## config.mk

```make
export PLATFORM = sky130hd
export DESIGN_NAME = sensor_alert_holdoff_engine
export DESIGN_NICKNAME = d
export VERILOG_FILES = /design/src/design/sahe_pkg.sv /design/src/design/sahe_ram.sv /design/src/design/sahe_eval.sv /design/src/design/sahe_out_queue.sv /design/src/design/sensor_alert_holdoff_engine.sv
export SDC_FILE = /design/constraint.sdc
export NUM_CORES = 1
export LEC_CHECK = 0
export CAP_MARGIN = 20
export CORE_MARGIN = 2
export CORE_UTILIZATION = 45
export CTS_CLUSTER_DIAMETER = 50
export DETAILED_ROUTE_END_ITERATION = 7
export DONT_BUFFER_PORTS = 1
export PLACE_DENSITY = 0.61
export SYNTH_ARGS = -nofsm -noshare
export SYNTH_HDL_FRONTEND = slang
export SYNTH_HIERARCHICAL = 1
export SYNTH_SLANG_ARGS = --single-unit
```

## constraint.sdc

```tcl
create_clock -name clk -period 9.09 [get_ports clk]
set_input_delay 0.4545 -clock clk [delete_from_list [all_inputs] [get_ports clk]]
set_output_delay 0.4545 -clock clk [all_outputs]
set_load 0.03 [all_outputs]
```

## src/design/sahe_pkg.sv

```systemverilog
// Package for the sensor alert holdoff engine: widths, alert kind codes,
// register indexes and the structs passed between the engine modules.
// No dependencies.
`timescale 1ns / 1ps
`default_nettype none

package sahe_pkg;

    // Alert kinds, one cooldown entry each
    localparam int ALERT_KINDS = 5;
    localparam int KIND_W      = $clog2(ALERT_KINDS);
    localparam int TIME_W      = 32;
    localparam int TENTHS_W    = 10;
    localparam int RUN_W       = 4;
    localparam int CFG_IDX_W   = 3;
    localparam int CFG_DATA_W  = 32;
    localparam int OCC_W       = 2;

    typedef logic [KIND_W-1:0]    kind_t;
    typedef logic [CFG_IDX_W-1:0] cfg_idx_t;
    typedef logic [OCC_W-1:0]     occ_t;

    localparam kind_t KIND_STRESS       = kind_t'(0);
    localparam kind_t KIND_GEOFENCE     = kind_t'(1);
    localparam kind_t KIND_LOW_SPO2     = kind_t'(2);
    localparam kind_t KIND_SENSOR_FAIL  = kind_t'(3);
    localparam kind_t KIND_LOW_BATTERY  = kind_t'(4);
    localparam kind_t KIND_FIRST        = KIND_STRESS;
    localparam kind_t KIND_LAST         = KIND_LOW_BATTERY;

    localparam cfg_idx_t REG_COOLDOWN     = cfg_idx_t'(0);
    localparam cfg_idx_t REG_ACTIVE_WIN   = cfg_idx_t'(1);
    localparam cfg_idx_t REG_SPO2_LOW     = cfg_idx_t'(2);
    localparam cfg_idx_t REG_BATTERY_LOW  = cfg_idx_t'(3);
    localparam cfg_idx_t REG_SPO2_RUNS    = cfg_idx_t'(4);

    localparam logic [TIME_W-1:0]   COOLDOWN_RST    = TIME_W'(300000);
    localparam logic [TIME_W-1:0]   ACTIVE_WIN_RST  = TIME_W'(60000);
    localparam logic [TENTHS_W-1:0] SPO2_LOW_RST    = TENTHS_W'(900);
    localparam logic [TENTHS_W-1:0] BATTERY_LOW_RST = TENTHS_W'(150);
    localparam logic [RUN_W-1:0]    SPO2_RUNS_RST   = RUN_W'(3);
    localparam logic [RUN_W-1:0]    RUN_MAX         = '1;

    // Results held in flight plus waiting at the output
    localparam occ_t OCC_MAX = occ_t'(2);

    // One cooldown lookup: the kind being judged and what it needs
    typedef struct packed {
        logic              valid;
        kind_t             kind;
        logic [TIME_W-1:0] now;
        logic              cal;
        logic              cond;    // trigger, or raw low-SpO2 reading for that kind
    } eval_req_t;

    typedef struct packed {
        logic [ALERT_KINDS-1:0] fired;
        logic                   vibrate;
        logic                   active;
    } alert_result_t;

endpackage

`default_nettype wire

```

## src/design/sahe_ram.sv

```systemverilog
// Generic single-write, single-read synchronous RAM with registered read data.
// No dependencies.
`timescale 1ns / 1ps
`default_nettype none

module sahe_ram #(
    parameter int WIDTH = 32,
    parameter int DEPTH = 8
) (
    input  wire logic                                     clk,
    input  wire logic                                     wr_en,
    input  wire logic [(DEPTH > 1 ? $clog2(DEPTH) : 1)-1:0] wr_addr,
    input  wire logic [WIDTH-1:0]                         wr_data,
    input  wire logic [(DEPTH > 1 ? $clog2(DEPTH) : 1)-1:0] rd_addr,
    output logic      [WIDTH-1:0]                         rd_data
);

    logic [WIDTH-1:0] mem [DEPTH];

    always_ff @(posedge clk)
    begin
        if (wr_en)
        begin
            mem[wr_addr] <= wr_data;
        end
        rd_data <= mem[rd_addr];
    end

endmodule

`default_nettype wire

```

## src/design/sahe_eval.sv

```systemverilog
// Cooldown judge: takes the read-back last-alert time of one kind, decides
// whether it fires, writes the time back and keeps run and window state.
// Depends on sahe_pkg.
`timescale 1ns / 1ps
`default_nettype none

module sahe_eval (
    input  wire logic                               clk,
    input  wire logic                               rst_n,
    input  wire sahe_pkg::eval_req_t                req,
    input  wire logic [sahe_pkg::TIME_W-1:0]        rd_data,
    input  wire logic [sahe_pkg::TIME_W-1:0]        cooldown,
    input  wire logic [sahe_pkg::TIME_W-1:0]        active_win,
    input  wire logic [sahe_pkg::RUN_W-1:0]         spo2_runs,
    output logic                                    wr_en,
    output sahe_pkg::kind_t                         wr_addr,
    output logic [sahe_pkg::TIME_W-1:0]             wr_data,
    output logic                                    res_valid,
    output sahe_pkg::alert_result_t                 res
);

    // Entries never written read as zero
    logic [sahe_pkg::ALERT_KINDS-1:0] ent_valid_reg, ent_valid_next;
    logic                             recent_flag_reg, recent_flag_next;
    logic [sahe_pkg::TIME_W-1:0]      recent_time_reg, recent_time_next;
    logic [sahe_pkg::RUN_W-1:0]       run_reg, run_next;
    logic [sahe_pkg::ALERT_KINDS-1:0] fired_acc_reg, fired_acc_next;

    logic [sahe_pkg::TIME_W-1:0]      last_time;
    logic [sahe_pkg::TIME_W-1:0]      elapsed;
    logic [sahe_pkg::TIME_W-1:0]      win_elapsed;
    logic [sahe_pkg::RUN_W-1:0]       run_upd;
    logic [sahe_pkg::RUN_W-1:0]       need;
    logic                             trig;
    logic                             fire;
    logic                             live;

    always_comb
    begin
        live      = req.valid && req.cal;
        last_time = ent_valid_reg[req.kind] ? rd_data : '0;
        elapsed   = req.now - last_time;

        if (!req.cond)
        begin
            run_upd = '0;
        end
        else if (run_reg == sahe_pkg::RUN_MAX)
        begin
            run_upd = run_reg;
        end
        else
        begin
            run_upd = run_reg + sahe_pkg::RUN_W'(1);
        end
        need = (spo2_runs == '0) ? sahe_pkg::RUN_W'(1) : spo2_runs;

        trig = (req.kind == sahe_pkg::KIND_LOW_SPO2) ? (run_upd >= need) : req.cond;
        fire = live && trig && (elapsed >= cooldown);

        wr_en   = fire;
        wr_addr = req.kind;
        wr_data = req.now;

        ent_valid_next   = ent_valid_reg;
        recent_flag_next = recent_flag_reg;
        recent_time_next = recent_time_reg;
        run_next         = run_reg;
        if (fire)
        begin
            ent_valid_next[req.kind] = 1'b1;
        end
        if (fire && (req.kind == sahe_pkg::KIND_STRESS ||
                     req.kind == sahe_pkg::KIND_GEOFENCE))
        begin
            recent_flag_next = 1'b1;
            recent_time_next = req.now;
        end
        if (live && req.kind == sahe_pkg::KIND_LOW_SPO2)
        begin
            run_next = fire ? '0 : run_upd;
        end

        fired_acc_next = fired_acc_reg;
        if (req.valid)
        begin
            fired_acc_next[req.kind] = fire;
        end

        // Window judged after this item's updates; the last kind touches none
        win_elapsed = req.now - recent_time_reg;

        res_valid   = req.valid && (req.kind == sahe_pkg::KIND_LAST);
        res.fired   = fired_acc_next;
        res.vibrate = fired_acc_next[sahe_pkg::KIND_STRESS] |
                      fired_acc_next[sahe_pkg::KIND_GEOFENCE];
        res.active  = recent_flag_reg && (win_elapsed < active_win);
    end

    always_ff @(posedge clk or negedge rst_n)
    begin
        if (!rst_n)
        begin
            ent_valid_reg   <= '0;
            recent_flag_reg <= 1'b0;
            recent_time_reg <= '0;
            run_reg         <= '0;
        end
        else
        begin
            ent_valid_reg   <= ent_valid_next;
            recent_flag_reg <= recent_flag_next;
            recent_time_reg <= recent_time_next;
            run_reg         <= run_next;
        end
    end

    always_ff @(posedge clk)
    begin
        fired_acc_reg <= fired_acc_next;
    end

endmodule

`default_nettype wire

```

## src/design/sahe_out_queue.sv

```systemverilog
// Two-entry result queue in front of the output channel.
// Depends on sahe_pkg.
`timescale 1ns / 1ps
`default_nettype none

module sahe_out_queue (
    input  wire logic                    clk,
    input  wire logic                    rst_n,
    input  wire logic                    push,
    input  wire sahe_pkg::alert_result_t push_data,
    input  wire logic                    pop,
    output logic                         q_valid,
    output sahe_pkg::alert_result_t      q_data
);

    logic                    head_valid_reg, head_valid_next;
    logic                    hold_valid_reg, hold_valid_next;
    sahe_pkg::alert_result_t head_reg, head_next;
    sahe_pkg::alert_result_t hold_reg, hold_next;

    always_comb
    begin
        head_valid_next = head_valid_reg;
        hold_valid_next = hold_valid_reg;
        head_next       = head_reg;
        hold_next       = hold_reg;

        if (pop)
        begin
            // advance the second entry, or empty the head
            head_valid_next = hold_valid_reg;
            head_next       = hold_reg;
            hold_valid_next = 1'b0;
        end
        if (push)
        begin
            if (!head_valid_next)
            begin
                head_valid_next = 1'b1;
                head_next       = push_data;
            end
            else
            begin
                hold_valid_next = 1'b1;
                hold_next       = push_data;
            end
        end

        q_valid = head_valid_reg;
        q_data  = head_reg;
    end

    always_ff @(posedge clk or negedge rst_n)
    begin
        if (!rst_n)
        begin
            head_valid_reg <= 1'b0;
            hold_valid_reg <= 1'b0;
        end
        else
        begin
            head_valid_reg <= head_valid_next;
            hold_valid_reg <= hold_valid_next;
        end
    end

    always_ff @(posedge clk)
    begin
        head_reg <= head_next;
        hold_reg <= hold_next;
    end

endmodule

`default_nettype wire

```

## src/design/sensor_alert_holdoff_engine.sv

```systemverilog
// Top level of the sensor alert holdoff engine: config registers, kind
// sequencer, cooldown-time RAM, evaluator and output queue.
// Depends on sahe_pkg, sahe_ram, sahe_eval and sahe_out_queue.
//
// Usage:
//   One transfer on the input channel (in_valid high, in_stall low) carries one
//   sensor evaluation. One transfer on the output channel (out_valid high,
//   out_stall low) returns its seven alert bits, in order, one per item.
//   The five per-kind last-alert times live in a 5-entry RAM. The sequencer
//   walks the kinds one per cycle: read the entry, judge the cooldown in the
//   next cycle and write the new time back. An item holds the RAM port until
//   its last kind is issued; the next item is taken in the cycle its
//   predecessor issues its last kind, if a result slot is free. An entry is
//   always written before the next item reads it, so no forwarding is needed.
//   out_valid rises once the evaluator has pushed the result after the last
//   kind and the output queue has registered it.
//   When the receiver stalls, up to two results wait in the output queue; once
//   two items are outstanding (in flight or waiting), in_stall holds further
//   input until a result transfers.
//   Reset clears the config registers to their defaults, the last-alert times
//   (through per-entry valid bits), the SpO2 run and the alert window.
//   Config writes (cfg_we, cfg_index, cfg_data) are expected only while idle.
`timescale 1ns / 1ps
`default_nettype none

module sensor_alert_holdoff_engine (
    input  wire logic                                clk,
    input  wire logic                                rst_n,
    input  wire logic                                cfg_we,
    input  wire logic [sahe_pkg::CFG_IDX_W-1:0]      cfg_index,
    input  wire logic [sahe_pkg::CFG_DATA_W-1:0]     cfg_data,
    input  wire logic                                in_valid,
    output logic                                     in_stall,
    input  wire logic [sahe_pkg::TIME_W-1:0]         now_ms,
    input  wire logic                                calibrated,
    input  wire logic                                stress_state,
    input  wire logic                                gps_fixed,
    input  wire logic                                outside_fence,
    input  wire logic                                spo2_error,
    input  wire logic                                any_sensor_error,
    input  wire logic [sahe_pkg::TENTHS_W-1:0]       spo2_tenths,
    input  wire logic [sahe_pkg::TENTHS_W-1:0]       battery_tenths,
    output logic                                     out_valid,
    input  wire logic                                out_stall,
    output logic                                     stress_fired,
    output logic                                     geofence_fired,
    output logic                                     low_spo2_fired,
    output logic                                     sensor_fail_fired,
    output logic                                     low_battery_fired,
    output logic                                     vibrate_request,
    output logic                                     alert_active
);

    // Configuration registers
    logic [sahe_pkg::TIME_W-1:0]   cooldown_reg, cooldown_next;
    logic [sahe_pkg::TIME_W-1:0]   active_win_reg, active_win_next;
    logic [sahe_pkg::TENTHS_W-1:0] spo2_low_reg, spo2_low_next;
    logic [sahe_pkg::TENTHS_W-1:0] battery_low_reg, battery_low_next;
    logic [sahe_pkg::RUN_W-1:0]    spo2_runs_reg, spo2_runs_next;

    // Kind sequencer and the item being walked
    logic                             busy_reg, busy_next;
    sahe_pkg::kind_t                  kind_reg, kind_next;
    logic [sahe_pkg::TIME_W-1:0]      item_now_reg, item_now_next;
    logic                             item_cal_reg, item_cal_next;
    logic [sahe_pkg::ALERT_KINDS-1:0] item_cond_reg, item_cond_next;

    // Lookup in flight to the evaluator, aligned with RAM read data
    sahe_pkg::eval_req_t              req_reg, req_next;

    sahe_pkg::occ_t                   occ_reg, occ_next;

    logic                             in_xfer;
    logic                             pop;
    logic                             wr_en;
    sahe_pkg::kind_t                  wr_addr;
    logic [sahe_pkg::TIME_W-1:0]      wr_data;
    logic [sahe_pkg::TIME_W-1:0]      rd_data;
    logic                             res_valid;
    sahe_pkg::alert_result_t          res;
    logic                             q_valid;
    sahe_pkg::alert_result_t          q_data;

    // Config write decode
    always_comb
    begin
        cooldown_next    = cooldown_reg;
        active_win_next  = active_win_reg;
        spo2_low_next    = spo2_low_reg;
        battery_low_next = battery_low_reg;
        spo2_runs_next   = spo2_runs_reg;
        if (cfg_we)
        begin
            unique case (cfg_index)
                sahe_pkg::REG_COOLDOWN:    cooldown_next    = cfg_data;
                sahe_pkg::REG_ACTIVE_WIN:  active_win_next  = cfg_data;
                sahe_pkg::REG_SPO2_LOW:    spo2_low_next    = cfg_data[sahe_pkg::TENTHS_W-1:0];
                sahe_pkg::REG_BATTERY_LOW: battery_low_next = cfg_data[sahe_pkg::TENTHS_W-1:0];
                sahe_pkg::REG_SPO2_RUNS:   spo2_runs_next   = cfg_data[sahe_pkg::RUN_W-1:0];
                default:                   ;
            endcase
        end
    end

    // Input side: take a new item when the RAM port frees up and a result
    // slot is guaranteed
    always_comb
    begin
        pop      = q_valid && !out_stall;
        in_stall = (busy_reg && (kind_reg != sahe_pkg::KIND_LAST)) ||
                   ((occ_reg == sahe_pkg::OCC_MAX) && !pop);
        in_xfer  = in_valid && !in_stall;

        occ_next = occ_reg;
        if (in_xfer && !pop)
        begin
            occ_next = occ_reg + sahe_pkg::occ_t'(1);
        end
        else if (!in_xfer && pop)
        begin
            occ_next = occ_reg - sahe_pkg::occ_t'(1);
        end
    end

    // Sequencer: issue one kind per cycle; capture triggers at transfer time
    always_comb
    begin
        busy_next      = busy_reg;
        kind_next      = kind_reg;
        item_now_next  = item_now_reg;
        item_cal_next  = item_cal_reg;
        item_cond_next = item_cond_reg;

        if (in_xfer)
        begin
            busy_next     = 1'b1;
            kind_next     = sahe_pkg::KIND_FIRST;
            item_now_next = now_ms;
            item_cal_next = calibrated;
            item_cond_next[sahe_pkg::KIND_STRESS]      = stress_state;
            item_cond_next[sahe_pkg::KIND_GEOFENCE]    = gps_fixed && outside_fence;
            item_cond_next[sahe_pkg::KIND_LOW_SPO2]    = !spo2_error &&
                                                         (spo2_tenths < spo2_low_reg);
            item_cond_next[sahe_pkg::KIND_SENSOR_FAIL] = any_sensor_error;
            item_cond_next[sahe_pkg::KIND_LOW_BATTERY] = battery_tenths < battery_low_reg;
        end
        else if (busy_reg)
        begin
            if (kind_reg == sahe_pkg::KIND_LAST)
            begin
                busy_next = 1'b0;
            end
            else
            begin
                kind_next = kind_reg + sahe_pkg::kind_t'(1);
            end
        end

        req_next.valid = busy_reg;
        req_next.kind  = kind_reg;
        req_next.now   = item_now_reg;
        req_next.cal   = item_cal_reg;
        req_next.cond  = item_cond_reg[kind_reg];
    end

    always_ff @(posedge clk or negedge rst_n)
    begin
        if (!rst_n)
        begin
            cooldown_reg    <= sahe_pkg::COOLDOWN_RST;
            active_win_reg  <= sahe_pkg::ACTIVE_WIN_RST;
            spo2_low_reg    <= sahe_pkg::SPO2_LOW_RST;
            battery_low_reg <= sahe_pkg::BATTERY_LOW_RST;
            spo2_runs_reg   <= sahe_pkg::SPO2_RUNS_RST;
            busy_reg        <= 1'b0;
            kind_reg        <= sahe_pkg::KIND_FIRST;
            req_reg         <= '0;
            occ_reg         <= '0;
        end
        else
        begin
            cooldown_reg    <= cooldown_next;
            active_win_reg  <= active_win_next;
            spo2_low_reg    <= spo2_low_next;
            battery_low_reg <= battery_low_next;
            spo2_runs_reg   <= spo2_runs_next;
            busy_reg        <= busy_next;
            kind_reg        <= kind_next;
            req_reg         <= req_next;
            occ_reg         <= occ_next;
        end
    end

    // Item payload carries no reset
    always_ff @(posedge clk)
    begin
        item_now_reg  <= item_now_next;
        item_cal_reg  <= item_cal_next;
        item_cond_reg <= item_cond_next;
    end

    // Last-alert times, one entry per kind; read in issue, written in judge
    sahe_ram #(
        .WIDTH (sahe_pkg::TIME_W),
        .DEPTH (sahe_pkg::ALERT_KINDS)
    ) u_time_ram (
        .clk     (clk),
        .wr_en   (wr_en),
        .wr_addr (wr_addr),
        .wr_data (wr_data),
        .rd_addr (kind_reg),
        .rd_data (rd_data)
    );

    sahe_eval u_eval (
        .clk        (clk),
        .rst_n      (rst_n),
        .req        (req_reg),
        .rd_data    (rd_data),
        .cooldown   (cooldown_reg),
        .active_win (active_win_reg),
        .spo2_runs  (spo2_runs_reg),
        .wr_en      (wr_en),
        .wr_addr    (wr_addr),
        .wr_data    (wr_data),
        .res_valid  (res_valid),
        .res        (res)
    );

    sahe_out_queue u_out_queue (
        .clk       (clk),
        .rst_n     (rst_n),
        .push      (res_valid),
        .push_data (res),
        .pop       (pop),
        .q_valid   (q_valid),
        .q_data    (q_data)
    );

    assign out_valid         = q_valid;
    assign stress_fired      = q_data.fired[sahe_pkg::KIND_STRESS];
    assign geofence_fired    = q_data.fired[sahe_pkg::KIND_GEOFENCE];
    assign low_spo2_fired    = q_data.fired[sahe_pkg::KIND_LOW_SPO2];
    assign sensor_fail_fired = q_data.fired[sahe_pkg::KIND_SENSOR_FAIL];
    assign low_battery_fired = q_data.fired[sahe_pkg::KIND_LOW_BATTERY];
    assign vibrate_request   = q_data.vibrate;
    assign alert_active      = q_data.active;

    // Outstanding items never exceed the queue depth
    a_occ_bound: assert property (@(posedge clk) disable iff (!rst_n)
        occ_reg <= sahe_pkg::OCC_MAX)
        else $error("outstanding item count above queue depth");

    // A walk in progress is always counted as outstanding
    a_busy_counted: assert property (@(posedge clk) disable iff (!rst_n)
        busy_reg |-> (occ_reg != '0))
        else $error("sequencer busy with no outstanding item");

    // A shown result belongs to an outstanding item
    a_out_counted: assert property (@(posedge clk) disable iff (!rst_n)
        out_valid |-> (occ_reg != '0))
        else $error("result shown with no outstanding item");

    // A kind past the first is only reached from an active walk
    a_kind_walk: assert property (@(posedge clk) disable iff (!rst_n)
        (busy_reg && (kind_reg != sahe_pkg::KIND_FIRST)) |-> $past(busy_reg))
        else $error("kind sequencer advanced without a walk");

    // The result is pushed in the cycle after the last kind is issued
    a_push_align: assert property (@(posedge clk) disable iff (!rst_n)
        (busy_reg && (kind_reg == sahe_pkg::KIND_LAST)) |=> res_valid)
        else $error("result not pushed after last kind");

endmodule

`default_nettype wire

```

==> results_dict.tcl, run 1 <==
set metrics [dict create \
    status "finished clean" \
    fillers 4027 \
    r2r_cells 23 \
    fin_crit_sh 0.822 \
    critical_path.cell_chain "mux4_2 -> mux2_2 -> and2_1 -> ha_1 -> inv_1 -> fa_1 -> a211oi_2 -> o21ai_0 -> and3_1 -> nor4_4 -> o31ai_1 -> xor2_1 -> ha_1 -> nand4_1 -> nor4_1 -> a221oi_1 -> o21a_1 -> o221ai_2 -> nand2_1 -> inv_1 -> nand2b_1 -> nor2_4 -> buf_4" \
    place_inst 2255 \
    ant_nets 0 \
    drv_cap 0 \
    fmax_ghz 0.134 \
    wirelength_um 48600 \
    die_h_um 222 \
    seq_area_frac_synth 0.537 \
    grt_util_met2 0.323 \
    cp.required_ns 9.38 \
    largest_register_ff_count 160 \
    layout_setup_ws_ns 1.62 \
    stdcell_count 2426 \
    grt_max_degree 177 \
    clkTransAtPathRegs_ns 0.06 \
    synth_enable_flop_cells 205 \
    clock_sinks 425 \
    reg2reg_slack_ns 1.62 \
    route.vias.total 13300 \
    power_leakage_uw 0.00996 \
    numPortBuffers 0 \
    r2r-start "req_reg[34]$_DFF_PN0_" \
    end_kind "flip-flop" \
    cp-start-kind "flip-flop" \
    critPathBufInv 3 \
    cts_max_path_buffers 3 \
    hold_viol 0 \
    syn_nets 1971 \
    cts.repair.resized 0 \
    fin_util 0.514 \
    setup_tns_ns 0 \
    r2r_end "u_time_ram/mem[1][10]$_DFFE_PP_" \
    wl_per_cell_um 20.1 \
    antenna_found_initial 7 \
    hold_depth 1 \
    ir_drop_mv 0.176 \
    cts_root_buf "clkbuf_16" \
    die_area_mm2 0.0493 \
    syn_area_per_cell_um2 12.4 \
    worst-setup-path-type "reg2reg" \
    first_iter_violations 792 \
    synthToLayoutAreaGrowth_pct 12.5 \
    grtUsageMet3 0.0318 \
    numCtsBuffers 51 \
    htree_num_levels 2 \
    grt_pass1_wl_um 76300 \
    min-delay-start "outside_fence" \
    viasPerCell 5.49 \
    rsz0062_at_grt "false" \
    tightest_slew_ns 1.08 \
    post-place-ws_ns 1.66 \
    gp_congestion 0.902 \
    min_path_type "in2reg" \
    ys_types 91 \
    busiest_layer "met2" \
    cp_slowest_stage_delay_ns 0.87 \
    layout_commonest_cell "edfxtp_1" \
    power.density_mw_per_mm2 380 \
    boundaryPins 107 \
    fp.dieW_um 222 \
    start_util 0.457 \
    syn_inst 1719 \
    critPathLaunch "req_reg[34]$_DFF_PN0_" \
    synth_top_flop_cell "edfxtp_1" \
    grt_pass1_vias 13400 \
    crit_slowest_cell "nor2_4" \
    maxSlewViolCount 0 \
    ys_seq_elements 425 \
    overflow 0 \
    drive_gt1_frac 0.163 \
    yosys_warnings 6 \
    cts_setup_buffers 0 \
    synth_async_sr_flop_share 0.414 \
    dpl_cell_area_mm2 0.0217 \
    post-dp-hpwl_um 33200 \
    cts_tree "done" \
    slew-limit-headroom 0.278 \
    critPathArrivalTime_ns 7.76 \
    rows 79 \
    coreArea_mm2 0.0468 \
    stdcell_area_mm2 0.0240 \
    crit_fanout 26 \
    grtUsageMet1 0.271 \
    grt_usage 0.200 \
    layout.nets 2024 \
    min_period_ns 7.47 \
    clock_latency_ns 0.59 \
    syn-cell-area_mm2 0.0214 \
    final_cell_mix "edfxtp_1 (205), inv_1 (171), ha_1 (152)" \
    drt-pass1-iter-count 6 \
    hold_end "item_cond_reg[1]$_DFFE_PP_" \
    fin_skew_ns 0.0234 \
    remaining_drc_errors 0 \
    critical-path-top-delay-family "simple AND/OR/NAND/NOR gates" \
    setup_viol_count_final 0 \
]
[per-stage QoR]
step                total power (uW)  hold slack, ns
floorplan                       6150           0.159
global placement                7080           0.168
detailed placement              7180           0.170
CTS                             9200          0.0643
global route                    9850          0.0660
finish                          9140          0.0784
[how the worst max path moves through the flow]
stage,end,slack (ns),depth (start not counted)
after global placement,u_time_ram/mem[1][5]$_DFFE_PP_,1.92,23
after floorplan,u_time_ram/mem[4][0]$_DFFE_PP_,1.22,24
after detailed placement,u_time_ram/mem[1][5]$_DFFE_PP_,1.66,23
after CTS,u_time_ram/mem[1][10]$_DFFE_PP_,1.63,23
final,u_time_ram/mem[1][10]$_DFFE_PP_,1.62,23
after global routing,u_time_ram/mem[1][10]$_DFFE_PP_,1.06,23
[power breakdown]
group / switching [uW] / total (uW) / internal (uW) / leakage, uW
Clock: 804 / 1930 / 1120 / 0.000771
Combinational: 2460 / 4320 / 1860 / 0.00489
Sequential: 366 / 2890 / 2530 / 0.00430
Total: 3630 / 9140 / 5510 / 0.00996
[kinds of logic (layout without fill, tap and decap cells)]
group,Yosys count,in the layout,synth area share
AO/OA/AOI/OAI,347,347,0.116
XOR/XNOR,60,60,0.0246
adder cells (fa/ha/maj),154,154,0.0908
buffers and inverters,253,349,0.0580
flip-flops,425,425,0.537
multiplexers,174,174,0.0976
other,0,4,0
AND/OR/NAND/NOR,306,306,0.0767
[final cells by class]
| cell class | instances | area [um^2] | share of cell area |
|---|---|---|---|
| Sequential cell | 425 | 11500 | 0.477 |
| Multi-Input combinational cell | 1041 | 8710 | 0.362 |
| Clock buffer | 67 | 1360 | 0.0565 |
| Timing Repair Buffer | 82 | 838 | 0.0349 |
| Tap cell | 607 | 759 | 0.0316 |
| Inverter | 171 | 642 | 0.0267 |
| Clock inverter | 29 | 254 | 0.0106 |
| Antenna cell | 4 | 10.0 | 0.000416 |
[Yosys cell counts (34+ instances only)]
| cell | instances | area (um^2) |
|---|---|---|
| edfxtp_1 | 205 | 6160 |
| inv_1 | 171 | 642 |
| ha_1 | 152 | 1900 |
| dfrtp_1 | 151 | 3780 |
| mux2_2 | 100 | 1130 |
| nand2_1 | 98 | 368 |
| a21oi_1 | 90 | 450 |
| a211oi_1 | 46 | 345 |
| dfxtp_1 | 44 | 881 |
| nor2b_1 | 44 | 275 |
| a21o_1 | 43 | 323 |
| buf_4 | 42 | 315 |
| o21ai_0 | 40 | 200 |
| nor2_1 | 38 | 143 |
| mux2_4 | 36 | 541 |
| xnor2_1 | 36 | 315 |
| mux2i_1 | 34 | 340 |
[metal layers]
layer | vias to the layer above | routed length [um]
met2 | 305 | 23000
li1 | 6344 | -
met1 | 6583 | 21900
met5 | - | 13
met4 | 2 | 1490
met3 | 86 | 2250
[timing repair]
| action | 4_1_cts | 5_1_grt |
|---|---|---|
| hold endpoints to repair | 299 | 0 |
| hold buffers | 69 | 0 |
| setup endpoints to repair | 0 | 0 |
Power figures use the tool's default switching activity.
==> inputs of run 2 (changes only) <==
==> constraint.sdc (replaced) <==
create_clock -name clk -period 6.9 [get_ports clk]
set_input_delay 0.345 -clock clk [delete_from_list [all_inputs] [get_ports clk]]
set_output_delay 0.345 -clock clk [all_outputs]
set_load 0.03 [all_outputs]
==> run 2 against run 1 <==
- routed wire length barely moved
- via count grew 0.22%
- clock-buffer cell count rose by 4
- first-iteration DRC count decreased by 5.4%
- combinational power up 33%
- die area unchanged
- clock power rose by 35%
- non-clock buffer count is 6 higher
- global-route usage decreased by 0.057 points
- worst hold slack got worse by 0.024 ns
- design area rose by 0.73%
- power rose by 33%
==> results_dict.tcl, run 2 (synthesis results as in run 1) <==
set metrics [dict create \
    slew-limit-headroom 0.323 \
    clock_sinks 425 \
    critical_path.cell_chain "buf_4 -> nor3b_1 -> mux2_4 -> and2_1 -> ha_1 -> inv_1 -> fa_1 -> a211oi_2 -> o21ai_0 -> and3_1 -> nor4_4 -> o31ai_1 -> xor2_1 -> ha_1 -> nand4_1 -> nor4_2 -> a221oi_1 -> o21a_1 -> o221ai_2 -> nand4_4 -> mux2_4" \
    fin_skew_ns 0.0245 \
    ir_drop_mv 0.226 \
    stdcell_count 2428 \
    viasPerCell 5.50 \
    min_path_type "in2reg" \
    numCtsBuffers 50 \
    min-delay-start "in_valid" \
    wl_per_cell_um 20.1 \
    cts_max_path_buffers 3 \
    numPortBuffers 0 \
    fillers 4004 \
    worst-setup-path-type "reg2reg" \
    r2r_cells 21 \
    grt_pass1_vias 13600 \
    htree_num_levels 2 \
    place_inst 2259 \
    post-dp-hpwl_um 33300 \
    wirelength_um 48700 \
    final_cell_mix "edfxtp_1 (205), inv_1 (171), ha_1 (152)" \
    clock_latency_ns 0.60 \
    power_leakage_uw 0.0101 \
    remaining_drc_errors 0 \
    hold_viol 0 \
    antenna_found_initial 2 \
    layout_commonest_cell "edfxtp_1" \
    fin_crit_sh 0.919 \
    cp-start-kind "flip-flop" \
    largest_register_ff_count 160 \
    end_kind "flip-flop" \
    crit_fanout 33 \
    gp_congestion 0.889 \
    r2r_end "u_eval/recent_time_reg[18]$_DFFE_PN0P_" \
    setup_viol_count_final 0 \
    hold_end "busy_reg$_DFF_PN0_" \
    boundaryPins 107 \
    r2r-start "req_reg[34]$_DFF_PN0_" \
    reg2reg_slack_ns 0.56 \
    overflow 0 \
    power_switching_share 0.396 \
    start_util 0.457 \
    drt-pass1-iter-count 6 \
    cp_slowest_stage_delay_ns 0.83 \
    clock_power_share 0.215 \
    crit_slowest_cell "nand4_4" \
    ant_nets 0 \
    met3_length_um 1790 \
    grt_pass1_wl_um 76300 \
    wl_met1_um 22000 \
    pwr-share-seq 0.314 \
    hold_depth 2 \
    p_sw_uw 4820 \
    layout.nets 2029 \
    tightest_slew_ns 1.01 \
    cp.required_ns 7.36 \
    fp.dieW_um 222 \
    rows 79 \
    power.internal_uw 7350 \
    route.vias.total 13300 \
    power.density_mw_per_mm2 502 \
    die_area_mm2 0.0493 \
    maxSlewViolCount 0 \
    first_iter_violations 749 \
    grt_max_degree 177 \
    setup_tns_ns 0 \
    grt_usage 0.199 \
    highest_layer "met5" \
    rsz0062_at_grt "false" \
    clkTransAtPathRegs_ns 0.06 \
    cts_root_buf "clkbuf_16" \
    combPwrFrac 0.471 \
    cts_tree "done" \
    die_h_um 222 \
    status "finished clean" \
    met2_length_um 23800 \
    drive_gt1_frac 0.168 \
    critPathArrivalTime_ns 6.80 \
    fmax_ghz 0.158 \
    synthToLayoutAreaGrowth_pct 13.3 \
    coreArea_mm2 0.0468 \
    finalPower_uw 12200 \
    drv_cap 0 \
    min_period_ns 6.34 \
]
run 2: changes by cell type in the layout (fill, tap and decap cells not counted), sizes merged:
cell and change:
clkinv -3, diode -2, bufinv +1, inv -1, dlygate4sd3 +2, buf +4, clkinvlp -3, clkbuf +4
run 2: cell type report:
class | count | area (um^2) | area share
diodes | 2 | 5.00 | 0.000207
clock buffers | 71 | 1390 | 0.0575
clock inverters | 23 | 274 | 0.0113
inverters | 171 | 642 | 0.0265
multi-input cells | 1041 | 8740 | 0.361
flip-flops and latches | 425 | 11500 | 0.474
well taps | 607 | 759 | 0.0314
repair buffers | 88 | 930 | 0.0384
run 2: what timing repair did:
action,4_1_cts,5_1_grt
endpoints found under the setup margin,0,155
hold endpoints to repair,300,0
gates resized for setup,0,3
hold buffers,71,0
buffers inserted,0,1
run 2: worst max-delay path by stage:
| stage | from | to | cells after the start |
|---|---|---|---|
| after floorplan | req_reg[34]$_DFF_PN0_ | u_time_ram/mem[1][0]$_DFFE_PP_ | 24 |
| after global placement | req_reg[34]$_DFF_PN0_ | u_time_ram/mem[1][8]$_DFFE_PP_ | 24 |
| after detailed placement | req_reg[34]$_DFF_PN0_ | u_time_ram/mem[1][8]$_DFFE_PP_ | 24 |
| after CTS | req_reg[34]$_DFF_PN0_ | u_time_ram/mem[1][28]$_DFFE_PP_ | 24 |
| after global routing | req_reg[34]$_DFF_PN0_ | u_eval/recent_time_reg[17]$_DFFE_PN0P_ | 21 |
| final | req_reg[34]$_DFF_PN0_ | u_eval/recent_time_reg[18]$_DFFE_PN0P_ | 21 |
run 2: per-layer routing:
metal,global-route usage,vias up
li1,-,6352
met1,0.263,6664
met2,0.338,257
met3,0.0294,74
met4,0.0623,2
met5,0,-
run 2: worst max-delay path, delay by kind of cell (launching register included):
kind | cells | cell delay, ns
AOI/OAI and AO/OA | 6 | 1.25
xor gates and xnor gates | 1 | 0.17
adders and majority gates | 3 | 0.90
buffers and inverters | 2 | 0.25
DFF | 1 | 0.39
muxes | 2 | 0.94
and+or+nand+nor | 7 | 2.29
run 2: per-stage QoR:
step                      worst slack [ns]  hold slack [ns]  area (um^2)  utilization
after floorplan                     0.0795           0.0494        21400            -
after global placement               0.486           0.0578        21800        0.466
after detailed placement             0.310           0.0569        21800        0.466
after CTS                            0.276           0.0119        24200        0.517
after global routing                0.0685           0.0497        24200        0.518
final                                0.556           0.0543        24200        0.518
run 2: power groups by stage:
stage | logic (uW) | clock network (uW) | registers [uW]
after CTS | 5740 | 2690 | 3840
after global routing | 6420 | 2780 | 3900
after floorplan | 4470 | 0 | 3630
after global placement | 5520 | 0 | 3880
final | 5730 | 2610 | 3830
after detailed placement | 5640 | 0 | 3890
==> inputs of run 3 (changes only) <==
--- a/config.mk
+++ b/config.mk
@@ -11,7 +11,6 @@
 export CTS_CLUSTER_DIAMETER = 50
 export DETAILED_ROUTE_END_ITERATION = 7
 export DONT_BUFFER_PORTS = 1
-export PLACE_DENSITY = 0.61
 export SYNTH_ARGS = -nofsm -noshare
 export SYNTH_HDL_FRONTEND = slang
 export SYNTH_HIERARCHICAL = 1
==> run 3 against run 2 <==
- via count fell by 1.7%
- power barely moved
- clock skew fell by 0.00053 ns
- final cell count barely moved
- highest routed layer unchanged
==> results_dict.tcl, run 3 (synthesis results as in run 1) <==
set metrics [dict create \
    die_area_mm2 0.0493 \
    cp_slowest_stage_delay_ns 0.50 \
    largest_register_ff_count 160 \
    min_period_ns 6.47 \
    grtUsageMet3 0.0288 \
    htree_num_levels 2 \
    clkTransAtPathRegs_ns 0.06 \
    boundaryPins 107 \
    r2r_cells 22 \
    hold_viol 0 \
    remaining_drc_errors 0 \
    post-dp-hpwl_um 33300 \
    power_switching_share 0.395 \
    antenna_found_initial 3 \
    route.vias.total 13100 \
    clock_sinks 425 \
    r2r-start "req_reg[34]$_DFF_PN0_" \
    drv_cap 0 \
    die_h_um 222 \
    grt_pass1_vias 13300 \
    cp-start-kind "flip-flop" \
    critical_path.cell_chain "mux4_2 -> mux2_2 -> buf_4 -> nand2_1 -> ha_1 -> and4_1 -> and3_1 -> a32o_2 -> nor4_4 -> o31ai_1 -> xor2_1 -> ha_1 -> nand4_1 -> nor4_1 -> a221oi_1 -> o21a_1 -> o221ai_2 -> nand2_1 -> inv_1 -> nand2b_1 -> nor3b_4 -> buf_4" \
    critical-path-top-delay-family "simple AND/OR/NAND/NOR gates" \
    final_cell_mix "edfxtp_1 (205), inv_1 (171), ha_1 (152)" \
    overflow 0 \
    fp.dieW_um 222 \
    post-place-ws_ns 0.387 \
    end_kind "flip-flop" \
    maxSlewViolCount 0 \
    grt_usage 0.197 \
    power.density_mw_per_mm2 504 \
    grt_pass1_wl_um 75100 \
    setup_tns_ns 0 \
    grt_util_met2 0.329 \
    cp.required_ns 7.13 \
    layout_commonest_cell "edfxtp_1" \
    crit_slowest_cell "mux4_2" \
    ir_drop_mv 0.277 \
    wirelength_um 48300 \
    gp_congestion 0.883 \
    numPortBuffers 0 \
    clock_power_share 0.217 \
    power_leakage_uw 0.0100 \
    layout.nets 2030 \
    first_iter_violations 721 \
    drt-pass1-iter-count 5 \
    viasPerCell 5.40 \
    rsz0062_at_grt "false" \
    fin_skew_ns 0.0239 \
    synthToLayoutAreaGrowth_pct 13.1 \
    ant_nets 0 \
    combPwrFrac 0.471 \
    cts_root_buf "clkbuf_16" \
    min-delay-start "cfg_index[0]" \
    busiest_layer "met2" \
    critPathBufInv 3 \
    tightest_slew_ns 1.11 \
    grt_max_degree 177 \
    finalPower_uw 12200 \
    status "finished clean" \
    r2r_end "u_time_ram/mem[4][6]$_DFFE_PP_" \
    cts_tree "done" \
    cts_max_path_buffers 3 \
    hold_depth 2 \
    start_util 0.457 \
    numCtsBuffers 51 \
    min_path_type "in2reg" \
    slew-limit-headroom 0.260 \
    setup_viol_count_final 0 \
    p_sw_uw 4810 \
    clock_latency_ns 0.59 \
    crit_fanout 32 \
    worst-setup-path-type "reg2reg" \
    pwr-share-seq 0.312 \
    critPathArrivalTime_ns 6.70 \
    rows 79 \
    fmax_ghz 0.155 \
    hold_end "spo2_low_reg[8]$_DFFE_PN1P_" \
    fin_crit_sh 0.938 \
    grtUsageMet1 0.266 \
    power.internal_uw 7370 \
    drive_gt1_frac 0.169 \
    layout_setup_ws_ns 0.430 \
    coreArea_mm2 0.0468 \
    fillers 4037 \
    reg2reg_slack_ns 0.43 \
    wl_per_cell_um 19.9 \
]
==> run 3: changes by cell type in the layout (fill, tap and decap cells not counted), sizes merged <==
| cell | change |
|---|---|
| clkbuf | -1 |
| clkinvlp | +2 |
| diode | -1 |
| clkinv | -1 |
| inv | +2 |
==> run 3: routing by layer <==
metal,up-vias,part of all wire
li1,6329,-
met1,6502,0.46
met2,218,0.48
met3,67,0.037
met4,4,0.020
met5,-,0.00039
==> run 3: area by class of cell <==
cell class / count / area [um^2] / area share
antenna: 1 / 2.50 / 0.000104
clock buffer: 70 / 1420 / 0.0587
clock inverter: 26 / 263 / 0.0109
inverter: 171 / 642 / 0.0266
multi-input combinational: 1041 / 8720 / 0.361
sequential: 425 / 11500 / 0.475
tap: 607 / 759 / 0.0314
timing repair buffer: 88 / 881 / 0.0364
==> run 3: power by group through the flow <==
stage          registers, uW  logic [uW]  clock network (uW)
6_report                3800        5740                2640
4_1_cts                 3820        5760                2710
2_1_floorplan           3630        4470                   0
5_1_grt                 3880        6420                2810
3_5_place_dp            3870        5660                   0
3_3_place_gp            3860        5540                   0
==> run 3: worst max-delay path by stage <==
stage / from / end / slack [ns] / cells after the start
global route: req_reg[34]$_DFF_PN0_ / u_time_ram/mem[4][4]$_DFFE_PP_ / 0.03 / 23
global placement: req_reg[34]$_DFF_PN0_ / u_time_ram/mem[4][22]$_DFFE_PP_ / 0.60 / 24
floorplan: req_reg[34]$_DFF_PN0_ / u_time_ram/mem[1][0]$_DFFE_PP_ / 0.08 / 24
CTS: req_reg[34]$_DFF_PN0_ / u_time_ram/mem[4][30]$_DFFE_PP_ / 0.35 / 23
finish: req_reg[34]$_DFF_PN0_ / u_time_ram/mem[4][6]$_DFFE_PP_ / 0.43 / 22
detailed placement: req_reg[34]$_DFF_PN0_ / u_time_ram/mem[4][4]$_DFFE_PP_ / 0.39 / 23
==> run 3: timing repair <==
action | CTS | global route
hold buffers | 71 | 0
hold endpoints to repair | 300 | 0
gates resized for setup | 0 | 1
endpoints found under the setup margin | 0 | 32
buffers inserted | 0 | 0
==> run 3: stage by stage <==
step                hold slack (ns)  std cells  utilization  cell area [um^2]
finish                       0.0652       2429        0.517             24200
global route                 0.0489       2429        0.517             24200
CTS                          0.0247       2428        0.517             24200
detailed placement           0.0566       2261        0.465             21800
global placement             0.0574       2261        0.465             21800
floorplan                    0.0494       1719            -             21400
